File: src/rtl/sefd_pkg.sv
// Package for the SOI/EOI frame delimiter: marker codes, reset values and result type.
// Used by sefd_out_fifo and jpeg_soi_eoi_frame_delimiter.
package sefd_pkg;

    localparam logic [7:0]  MARK_LEAD       = 8'hFF;
    localparam logic [7:0]  MARK_SOI        = 8'hD8;
    localparam logic [7:0]  MARK_EOI        = 8'hD9;

    localparam int          LENGTH_BITS_DEF = 20;
    localparam int          CFG_W           = 20;
    localparam int          OUT_LEN_W       = 20;
    localparam int          INDEX_W         = 32;
    localparam logic [CFG_W-1:0] MAX_LEN_RESET = CFG_W'(100 * 1024 - 1024);

    localparam int          FIFO_DEPTH      = 4;
    localparam int          FIFO_PTR_W      = $clog2(FIFO_DEPTH);
    localparam int          FIFO_CNT_W      = $clog2(FIFO_DEPTH + 1);

    typedef struct packed {
        logic [INDEX_W-1:0]   frame_index;
        logic [OUT_LEN_W-1:0] frame_length;
        logic                 aborted;
        logic                 frame_end;
        logic                 frame_start;
        logic [7:0]           out_byte;
    } result_t;

endpackage

File: src/rtl/sefd_out_fifo.sv
// Result queue for the frame delimiter: takes up to two results per cycle, hands out one.
// Depends on sefd_pkg.
module sefd_out_fifo
(
    input  logic              clk,
    input  logic              rst_n,
    input  logic [1:0]        push_cnt,
    input  sefd_pkg::result_t push_data0,
    input  sefd_pkg::result_t push_data1,
    output logic              room_for_two,
    output logic              out_valid,
    input  logic              out_ready,
    output sefd_pkg::result_t out_data
);

    sefd_pkg::result_t                    mem_reg [sefd_pkg::FIFO_DEPTH];
    logic [sefd_pkg::FIFO_PTR_W-1:0]      wr_ptr_reg;
    logic [sefd_pkg::FIFO_PTR_W-1:0]      wr_ptr_next;
    logic [sefd_pkg::FIFO_PTR_W-1:0]      rd_ptr_reg;
    logic [sefd_pkg::FIFO_PTR_W-1:0]      rd_ptr_next;
    logic [sefd_pkg::FIFO_CNT_W-1:0]      count_reg;
    logic [sefd_pkg::FIFO_CNT_W-1:0]      count_next;
    logic                                 pop;

    assign pop          = out_valid && out_ready;
    assign out_valid    = (count_reg != '0);
    assign out_data     = mem_reg[rd_ptr_reg];
    assign room_for_two = (count_reg <= sefd_pkg::FIFO_CNT_W'(sefd_pkg::FIFO_DEPTH - 2));

    always_comb
    begin
        wr_ptr_next = wr_ptr_reg + sefd_pkg::FIFO_PTR_W'(push_cnt);
        rd_ptr_next = rd_ptr_reg + sefd_pkg::FIFO_PTR_W'(pop);
        count_next  = count_reg + sefd_pkg::FIFO_CNT_W'(push_cnt)
                      - sefd_pkg::FIFO_CNT_W'(pop);
    end

    always_ff @(posedge clk)
    begin
        if (push_cnt != 2'd0)
        begin
            mem_reg[wr_ptr_reg] <= push_data0;
        end
        if (push_cnt == 2'd2)
        begin
            mem_reg[sefd_pkg::FIFO_PTR_W'(wr_ptr_reg + sefd_pkg::FIFO_PTR_W'(1))] <= push_data1;
        end
    end

    always_ff @(posedge clk or negedge rst_n)
    begin
        if (!rst_n)
        begin
            wr_ptr_reg <= '0;
            rd_ptr_reg <= '0;
            count_reg  <= '0;
        end
        else
        begin
            wr_ptr_reg <= wr_ptr_next;
            rd_ptr_reg <= rd_ptr_next;
            count_reg  <= count_next;
        end
    end

endmodule

File: src/rtl/jpeg_soi_eoi_frame_delimiter.sv
// A result reaches m_axis in the cycle after its input transaction when the result queue is empty;
// after a start marker queues two results, later results wait behind that backlog.
// Throughput: one input transaction per cycle; s_axis_tready drops only when m_axis_tready
// stalls leave more than two of the four queue entries filled.
// Reset: hunting, counters cleared, max_frame_len set to 101376, queue empty.
// Top level of the SOI/EOI frame delimiter; depends on sefd_pkg and sefd_out_fifo.
module jpeg_soi_eoi_frame_delimiter
#(
    parameter int LENGTH_BITS = sefd_pkg::LENGTH_BITS_DEF
)
(
    input  logic                       clk,
    input  logic                       rst_n,
    input  logic                       cfg_wr_en,
    input  logic [sefd_pkg::CFG_W-1:0] cfg_wr_data,
    input  logic                       s_axis_tvalid,
    output logic                       s_axis_tready,
    input  logic [7:0]                 s_axis_tdata,   // [7:0] data_byte
    input  logic [0:0]                 s_axis_tuser,   // [0] restart
    output logic                       m_axis_tvalid,
    input  logic                       m_axis_tready,
    output logic [63:0]                m_axis_tdata,   // [7:0] out_byte, [27:8] frame_length,
                                                       // [59:28] frame_index, [63:60] zero
    output logic [1:0]                 m_axis_tuser,   // [0] frame_start, [1] aborted
    output logic                       m_axis_tlast    // frame_end
);

    localparam int CMP_W = ((LENGTH_BITS > sefd_pkg::CFG_W) ? LENGTH_BITS : sefd_pkg::CFG_W) + 1;

    logic [sefd_pkg::CFG_W-1:0]   max_len_reg;
    logic                         in_frame_reg;
    logic                         in_frame_next;
    logic                         prev_ff_reg;
    logic                         prev_ff_next;
    logic [LENGTH_BITS-1:0]       count_reg;
    logic [LENGTH_BITS-1:0]       count_next;
    logic [sefd_pkg::INDEX_W-1:0] frames_reg;
    logic [sefd_pkg::INDEX_W-1:0] frames_next;

    logic                         accept;
    logic                         room_for_two;
    logic [1:0]                   push_cnt;
    sefd_pkg::result_t            push_data0;
    sefd_pkg::result_t            push_data1;
    sefd_pkg::result_t            out_data;

    logic [CMP_W-1:0]             next_len;
    logic [CMP_W-1:0]             len_mask;
    logic                         over_mask;
    logic                         overflow;
    logic [7:0]                   data_byte;
    logic                         restart;

    assign s_axis_tready = room_for_two;
    assign accept        = s_axis_tvalid && s_axis_tready;
    assign data_byte     = s_axis_tdata;
    assign restart       = s_axis_tuser[0];

    assign next_len  = CMP_W'(count_reg) + CMP_W'(1);
    assign len_mask  = CMP_W'({LENGTH_BITS{1'b1}});
    assign over_mask = (next_len > len_mask);
    assign overflow  = (next_len > CMP_W'(max_len_reg)) || over_mask;

    always_comb
    begin
        in_frame_next = in_frame_reg;
        prev_ff_next  = prev_ff_reg;
        count_next    = count_reg;
        frames_next   = frames_reg;
        push_cnt      = 2'd0;

        push_data0              = '0;
        push_data0.frame_index  = frames_reg;
        push_data0.out_byte     = data_byte;
        push_data0.frame_length = sefd_pkg::OUT_LEN_W'(next_len);
        push_data1              = '0;
        push_data1.frame_index  = frames_reg;
        push_data1.out_byte     = sefd_pkg::MARK_SOI;
        push_data1.frame_length = sefd_pkg::OUT_LEN_W'(2);

        if (accept)
        begin
            if (restart)
            begin
                if (in_frame_reg)
                begin
                    push_cnt                = 2'd1;
                    push_data0.out_byte     = 8'h00;
                    push_data0.frame_end    = 1'b1;
                    push_data0.aborted      = 1'b1;
                    push_data0.frame_length = sefd_pkg::OUT_LEN_W'(CMP_W'(count_reg));
                end
                in_frame_next = 1'b0;
                prev_ff_next  = 1'b0;
                count_next    = '0;
            end
            else if (!in_frame_reg)
            begin
                if (prev_ff_reg && (data_byte == sefd_pkg::MARK_SOI))
                begin
                    push_cnt                = 2'd2;
                    push_data0.out_byte     = sefd_pkg::MARK_LEAD;
                    push_data0.frame_start  = 1'b1;
                    push_data0.frame_length = sefd_pkg::OUT_LEN_W'(1);
                    in_frame_next           = 1'b1;
                    prev_ff_next            = 1'b0;
                    count_next              = LENGTH_BITS'(2);
                end
                else
                begin
                    prev_ff_next = (data_byte == sefd_pkg::MARK_LEAD);
                end
            end
            else
            begin
                push_cnt = 2'd1;
                if (overflow)
                begin
                    push_data0.frame_end    = 1'b1;
                    push_data0.aborted      = 1'b1;
                    push_data0.frame_length = over_mask
                                              ? sefd_pkg::OUT_LEN_W'(len_mask)
                                              : sefd_pkg::OUT_LEN_W'(next_len);
                    in_frame_next           = 1'b0;
                    prev_ff_next            = 1'b0;
                    count_next              = '0;
                end
                else if (prev_ff_reg && (data_byte == sefd_pkg::MARK_EOI))
                begin
                    push_data0.frame_end = 1'b1;
                    frames_next          = frames_reg + sefd_pkg::INDEX_W'(1);
                    in_frame_next        = 1'b0;
                    prev_ff_next         = 1'b0;
                    count_next           = '0;
                end
                else
                begin
                    count_next   = LENGTH_BITS'(next_len);
                    prev_ff_next = (data_byte == sefd_pkg::MARK_LEAD);
                end
            end
        end
    end

    always_ff @(posedge clk or negedge rst_n)
    begin
        if (!rst_n)
        begin
            max_len_reg  <= sefd_pkg::MAX_LEN_RESET;
            in_frame_reg <= 1'b0;
            prev_ff_reg  <= 1'b0;
            count_reg    <= '0;
            frames_reg   <= '0;
        end
        else
        begin
            if (cfg_wr_en)
            begin
                max_len_reg <= cfg_wr_data;
            end
            in_frame_reg <= in_frame_next;
            prev_ff_reg  <= prev_ff_next;
            count_reg    <= count_next;
            frames_reg   <= frames_next;
        end
    end

    sefd_out_fifo u_out_fifo
    (
        .clk          (clk),
        .rst_n        (rst_n),
        .push_cnt     (push_cnt),
        .push_data0   (push_data0),
        .push_data1   (push_data1),
        .room_for_two (room_for_two),
        .out_valid    (m_axis_tvalid),
        .out_ready    (m_axis_tready),
        .out_data     (out_data)
    );

    assign m_axis_tdata = {4'h0, out_data.frame_index, out_data.frame_length, out_data.out_byte};
    assign m_axis_tuser = {out_data.aborted, out_data.frame_start};
    assign m_axis_tlast = out_data.frame_end;

endmodule

File: config.mk
export PLATFORM = sky130hd
export DESIGN_NAME = jpeg_soi_eoi_frame_delimiter
export DESIGN_NICKNAME = d
export VERILOG_FILES = /design/src/rtl/sefd_pkg.sv /design/src/rtl/sefd_out_fifo.sv /design/src/rtl/jpeg_soi_eoi_frame_delimiter.sv
export SDC_FILE = /design/constraint.sdc
export NUM_CORES = 1
export LEC_CHECK = 0
export BUFFER_PORTS_ARGS = -buffer_cell sky130_fd_sc_hd__buf_2
export CAP_MARGIN = 20
export CORE_AREA = 2 2 213 215
export CTS_BUF_LIST = sky130_fd_sc_hd__clkbuf_16
export CTS_CLUSTER_SIZE = 12
export DETAILED_ROUTE_END_ITERATION = 8
export DIE_AREA = 0 0 215 217
export GPL_ROUTABILITY_DRIVEN = 0
export GPL_TIMING_DRIVEN = 0
export SLEW_MARGIN = 5
export SYNTH_ARGS = -nofsm -noshare
export SYNTH_HDL_FRONTEND = slang
export SYNTH_SLANG_ARGS = --single-unit
File: constraint.sdc
create_clock -name clk -period 5.59 [get_ports clk]
set_input_delay 0 -clock clk [delete_from_list [all_inputs] [get_ports clk]]
set_output_delay 0 -clock clk [all_outputs]
set_load 0.1 [all_outputs]
==> results of run 1 <==
## Yosys cell counts, drive strengths merged, types with 29 or more instances
cell type | instances | area, um^2
nand3 | 29 | 145
o21ai | 82 | 410
xor2 | 35 | 307
a21oi | 36 | 180
inv | 45 | 169
nor2 | 43 | 161
a22o | 65 | 569
and2 | 133 | 832
nand2 | 113 | 424
clkbuf | 76 | 289
dfrtp | 77 | 1930
mux4 | 63 | 1420
nor3 | 29 | 150
dfxtp | 124 | 2480
edfxtp | 128 | 3840
## stage by stage
stage	util	total power, W	setup WS (ns)	hold WS, ns	instances
floorplan	-	0.00320	0.563	-0.296	1317
global placement	0.371	0.00343	-0.352	0.208	2013
CTS	0.411	0.00570	0.0950	0.0209	2144
global route	0.413	0.00587	0.144	0.0465	2149
detailed placement	0.373	0.00344	-0.115	0.0253	2018
finish	0.413	0.00565	0.405	0.0159	2149
## metal layers
metal,vias up,track usage
met2,341,0.306
met3,78,0.0316
met5,-,0
li1,5250,-
met4,0,0.0545
met1,5595,0.235
## logic make-up after synthesis
logic type / after synthesis
multiplexers: 66
adder cells (fa/ha/maj): 29
AO/OA/AOI/OAI: 259
AND/OR/NAND/NOR: 435
other: 1
XOR/XNOR: 49
buffers and inverters: 142
flip-flops: 333
## path summary, 6_finish.rpt
| path | startpoint | endpoint | slack [ns] | cells past startpoint |
|---|---|---|---|---|
| max in group asynchronous | rst_n | frames_reg[24] | 4.94 | 3 |
| setup / recovery | count_reg[1] | frames_reg[31] | 0.40 | 16 |
| setup reg to reg | count_reg[1] | frames_reg[31] | 0.40 | 16 |
| hold / removal | rst_n | count_reg[4] | 0.02 | 2 |
| min in group clk | s_axis_tuser | in_frame_reg | 0.30 | 4 |
| hold reg to reg | u_out_fifo.mem_reg[3][23] | u_out_fifo.mem_reg[3][23] | 0.45 | 2 |
## critical path, stage by stage (launching register included)
cell	delay, ns
dfrtp_1	0.46
ha_1	0.44
nand2_1	0.18
or4_1	0.48
buf_2	0.18
o21a_1	0.22
or2_2	0.32
ha_1	0.32
a211o_1	0.28
nor3_1	0.21
o2111a_1	0.22
a2111oi_1	0.06
clkdlybuf4s18_2	0.28
or4_1	0.62
buf_2	0.21
nor4_2	0.44
xor2_1	0.19
## layout make-up
cell class,instances,share of cell area
Buffer,93,0.0209
Tap cell,600,0.0407
Timing Repair Buffer,167,0.0671
Clock buffer,39,0.0529
Sequential cell,333,0.453
Clock inverter,27,0.00617
Inverter,48,0.00976
Multi-Input combinational cell,842,0.350
## power by group through the flow
stage / sequential, W / clock (W) / combinational [W]
finish: 0.00256 / 0.00222 / 0.000865
global route: 0.00257 / 0.00237 / 0.000933
detailed placement: 0.00261 / 0 / 0.000829
floorplan: 0.00261 / 0 / 0.000590
global placement: 0.00261 / 0 / 0.000813
CTS: 0.00256 / 0.00226 / 0.000870
## what timing repair did
item,CTS,global route
setup buffers,0,3
gates resized for setup,1,3
gates cloned,0,0
setup endpoints to repair,3,32
pin swaps,0,1
hold endpoints to repair,136,0
hold buffers,60,0
## cells in the final DEF, fill, tap and decap left out, types with 6 or more instances in the layout
cell / n
and2_1: 132
edfxtp_1: 128
dfxtp_1: 124
nand2_1: 113
buf_2: 101
dfrtp_1: 77
o21ai_0: 73
clkbuf_1: 69
a22o_1: 65
mux4_2: 63
dlygate4sd3_1: 60
inv_1: 59
nor2_1: 43
clkbuf_16: 39
a21oi_1: 36
xor2_1: 35
nand3_1: 29
ha_1: 28
nor3_1: 27
nand4_1: 25
o2bb2ai_1: 18
xnor2_1: 14
clkinv_1: 10
and3_1: 9
a32o_1: 9
o21ai_1: 9
o22ai_1: 9
buf_4: 9
or3_1: 8
clkbuf_2: 7
buf_1: 7
or2_2: 6
nor4_1: 6
a31oi_1: 6
==> results.cfg, run 1 <==
[floorplan]
dieArea_um2 = 46700
num_io_pins = 103
die_h_um = 217
die-width_um = 215
core_area_um2 = 44700
num_rows = 78
initial_core_util = 0.343

[synthesis]
synth_compound_area_frac = 0.117
synth.distinct_cells = 70
yosysWarnings = 0
syn_area_um2 = 15300
synthSimpleGateAreaFrac = 0.154
ys_ff_latch = 333
synth-adder-area-share = 0.0241
synthMuxAreaShare = 0.0946
synth_seq_area_share = 0.545
synth_xor_xnor_area_share = 0.0280
syn_area_per_cell_um2 = 11.7
synth_top_family_by_area = simple AND/OR/NAND/NOR gates
synth_enable_flop_cells = 128
synthCells = 1314
ys.flop_type = edfxtp_1
synthArstFlopShare = 0.243

[critical_path]
critical_path_class = reg2reg
critPathArrivalTime_ns = 5.63
crit_required_ns = 6.04
cp-start-kind = register
critPathCaptureType = register
cp_max_fo = 10

[power]
p_comb_frac = 0.153
seqPwrFrac = 0.454
switching_share = 0.272
p_clk_frac = 0.393
power.switching_w = 0.00154
pwr_density_cell_nw_per_um2 = 306
p_int_w = 0.00412
ir_drop_mv = 0.233
leakage_nw = 7.02

[routing]
wirelength_um = 41900
dr_wl_met2_um = 20400
vias = 11300
drtIter0Drc = 885
dr.pass1.iters = 5
drc = 0
wl_per_cell_um = 19.5
wl_met3_um = 2470
highest_layer = met4
m1WireLength_um = 17900
ant_nets = 0
vias_per_cell = 5.24

[cells_and_area]
drive_gt1_frac = 0.167
area_growth_syn_to_layout_pct = 20.3
multi_input_area_um2 = 6450
largest_reg_flops = 252
final_area_um2 = 18500
seq_area_um2 = 8360
fin_nets = 1584
insertedDiodeCount = 0
fillerInstances = 4346

[clocking]
clkTransAtPathRegs_ns = 0.06
clockRootBuffer = clkbuf_16
cts_tree = built
cts_made_buffers = 36
clock_sinks = 333
cts_max_path_buffers = 3
htreeDepth = 2
clk_latency_ns = 0.54

[flow_run]
drv_cap = 0

[timing]
skew_ns = 0.0208
slew_viol_final = 0
rsz0062_at_grt = no
slew_headroom = 0.294
period_share = 0.928
final-setup-viol-count = 0
fmax_mhz = 193
tns_ns = 0
worstMarginPinSlew_ns = 1.06
hold_viol = 0
fin_crit_ns = 5.19

[global_routing]
overflow = 0
grt_pass1_wl_um = 65600
grt_max_degree = 45
grt_pass1_vias = 11400
antenna_found_initial = 1
grt.total_usage = 0.180

[placement]
numPortBuffers = 96
hpwlAfterDp_um = 28200
dpl_cell_area_um2 = 16700

[min_path]
hp-class = in2async

[outcome]
status = finished clean
Note: power is estimated with default switching activity, not from simulation.
==> inputs of run 2 (changes only) <==
CORE_AREA = 2 2 300 154   (was 2 2 213 215)
DIE_AREA = 0 0 302 156   (was 0 0 215 217)
==> run 2 against run 1 <==
  * Non-clock buffer count grew 1
  * Clock-buffer cell count is 2 lower
  * Global-route usage increased by 0.98 points
  * Critical endpoint is now frames_reg[20]
  * Critical path depth is 1 higher
  * Clock power shrank 3%
  * Register-to-register slack worse by 0.14 ns
  * Wire length rose by 6.1%
  * Via count is 3.3% higher
  * Core utilization increased by 0.085 points
==> results.cfg, run 2 (same netlist as run 1, synthesis figures left out) <==
[routing]
ant_nets = 0
drc = 0
dr.pass1.iters = 5
wirelength_um = 44400
vias = 11600
vias_per_cell = 5.43
drtIter0Drc = 1013
wl_per_cell_um = 20.7

[timing]
slew_viol_final = 0
rsz0062_at_grt = no
skew_ns = 0.0300
hold_viol = 0
fmax_mhz = 188
slew_headroom = 0.188
final-setup-viol-count = 0
period_share = 0.953
worstMarginPinSlew_ns = 1.21
fin_crit_ns = 5.33

[min_path]
hold_path.startpoint = cfg_wr_en
hp-class = in2reg
hold-path-cell-count = 2
holdPathEnd = max_len_reg[0]

[critical_path]
crit_required_ns = 6.02
critPathTopFamily = simple AND/OR/NAND/NOR gates
r2r_start = count_reg[6]
slowest_delay_ns = 0.62
r2r-end = frames_reg[20]
cp-start-kind = register
cp_max_fo = 10
slowest_stage = nor4_4
critPathArrivalTime_ns = 5.75
regToRegSetupSlack_ns = 0.26
path_cells = clkbuf_1 -> nand3_1 -> nor4_4 -> and3_1 -> nor2b_1 -> or2_2 -> ha_1 -> a211o_1 -> nor3_1 -> o2111a_1 -> a2111oi_0 -> buf_1 -> or4_1 -> buf_2 -> buf_2 -> nor3_1 -> xor2_1
crit_buf_inv = 4
critPathCaptureType = register
critical_path_class = reg2reg
r2r_cells = 17

[cells_and_area]
fillerInstances = 4196
largest_reg_flops = 252
area_growth_syn_to_layout_pct = 20.1
final_cell_mix = 132 x and2_1, 128 x edfxtp_1, 124 x dfxtp_1, 113 x nand2_1, 101 x buf_2
insertedDiodeCount = 0
final_common_cell = and2_1
fin_nets = 1584
final_area_um2 = 18400
drive_gt1_frac = 0.166

[flow_run]
drv_cap = 0

[global_routing]
grt.total_usage = 0.190
antenna_found_initial = 0
grt_max_degree = 48
grt_pass1_vias = 11200
grt_pass1_wl_um = 68100
overflow = 0

[floorplan]
num_io_pins = 103
die-width_um = 302
initial_core_util = 0.344
dieArea_um2 = 47100
die_h_um = 156
core_area_um2 = 44500
num_rows = 55

[clocking]
htreeDepth = 2
clock_sinks = 333
clockRootBuffer = clkbuf_16
cts_tree = built
cts_made_buffers = 35
clk_latency_ns = 0.53
cts_max_path_buffers = 3
clkTransAtPathRegs_ns = 0.06

[power]
power_w = 0.00562
pwr_density_cell_nw_per_um2 = 305
ir_drop_mv = 0.194
leakage_nw = 7.01

[outcome]
status = finished clean

[placement]
hpwlAfterDp_um = 31600
numPortBuffers = 96
dpl_cell_area_um2 = 16700
## run 2: changes by cell type in the layout (fill, tap and decap cells not counted), sizes merged
cell           before  now
clkinv             11    7
clkbuf            115  112
buf               123  125
inv                64   66
clkdlybuf4s18       1    0
dlygate4sd3        60   61
## run 2: per-layer routing
| layer | global-route usage | vias to the layer above | part of all wire |
|---|---|---|---|
| met4 | 0.0389 | 0 | 0.017 |
| met5 | 0 | - | 0 |
| met3 | 0.0497 | 57 | 0.089 |
| met2 | 0.263 | 454 | 0.41 |
| met1 | 0.293 | 5879 | 0.49 |
| li1 | - | 5243 | - |
## run 2: cell type report
| cell class | count | area, um^2 | area share |
|---|---|---|---|
| Timing Repair Buffer | 168 | 1260 | 0.0683 |
| Clock buffer | 37 | 926 | 0.0503 |
| Sequential cell | 333 | 8360 | 0.454 |
| Inverter | 48 | 180 | 0.00978 |
| Clock inverter | 25 | 119 | 0.00645 |
| Multi-Input combinational cell | 842 | 6440 | 0.350 |
| Buffer | 93 | 389 | 0.0211 |
| Tap cell | 598 | 748 | 0.0406 |
## run 2: what timing repair did
action | 4_1_cts | 5_1_grt
hold buffers | 61 | 0
endpoints found under the setup margin | 18 | 46
pin swaps | 0 | 1
buffers inserted | 0 | 2
hold endpoints to repair | 135 | 0
resized for setup | 1 | 6
## run 2: report_power, final
group	total [W]	internal (W)	switching, W	leakage, nW
registers	0.00256	0.00255	0.0000188	2.96
clock network	0.00216	0.00120	0.000962	0.577
logic	0.000894	0.000328	0.000566	3.47
total	0.00562	0.00407	0.00155	7.01
## run 2: worst max path at each step
| stage | from | endpoint | slack (ns) | cells past startpoint |
|---|---|---|---|---|
| 5_1_grt | count_reg[1] | frames_reg[20] | 0.09 | 17 |
| 6_report | count_reg[6] | frames_reg[20] | 0.26 | 17 |
| 3_5_place_dp | count_reg[0] | frames_reg[9] | -0.06 | 17 |
| 3_3_place_gp | prev_ff_reg | u_out_fifo.mem_reg[0][53] | -0.09 | 10 |
| 4_1_cts | count_reg[0] | frames_reg[20] | 0.26 | 17 |
| 2_1_floorplan | u_out_fifo.count_reg[1] | u_out_fifo.mem_reg[0][31] | 0.56 | 10 |
## run 2: worst reg2reg max path: cells and delay by family (launching register included)
kind	cells	cell delay [ns]
adder cells (fa/ha/maj)	1	0.21
flip-flops	1	0.36
AO/OA/AOI/OAI	3	0.54
AND/OR/NAND/NOR	8	2.93
buffers and inverters	4	1.02
XOR/XNOR	1	0.16
## run 2: metrics by stage
step | std cells | TNS [ns] | worst slack, ns | util | hold WS, ns
after floorplan | 1317 | 0 | 0.563 | - | -0.296
after global placement | 2011 | -3.67 | -0.0928 | 0.372 | 0.208
after detailed placement | 2019 | -0.267 | -0.0639 | 0.375 | 0.00986
after CTS | 2142 | 0 | 0.255 | 0.413 | 0.0180
after global routing | 2144 | 0 | 0.0852 | 0.414 | 0.0704
final | 2144 | 0 | 0.264 | 0.414 | 0.0357
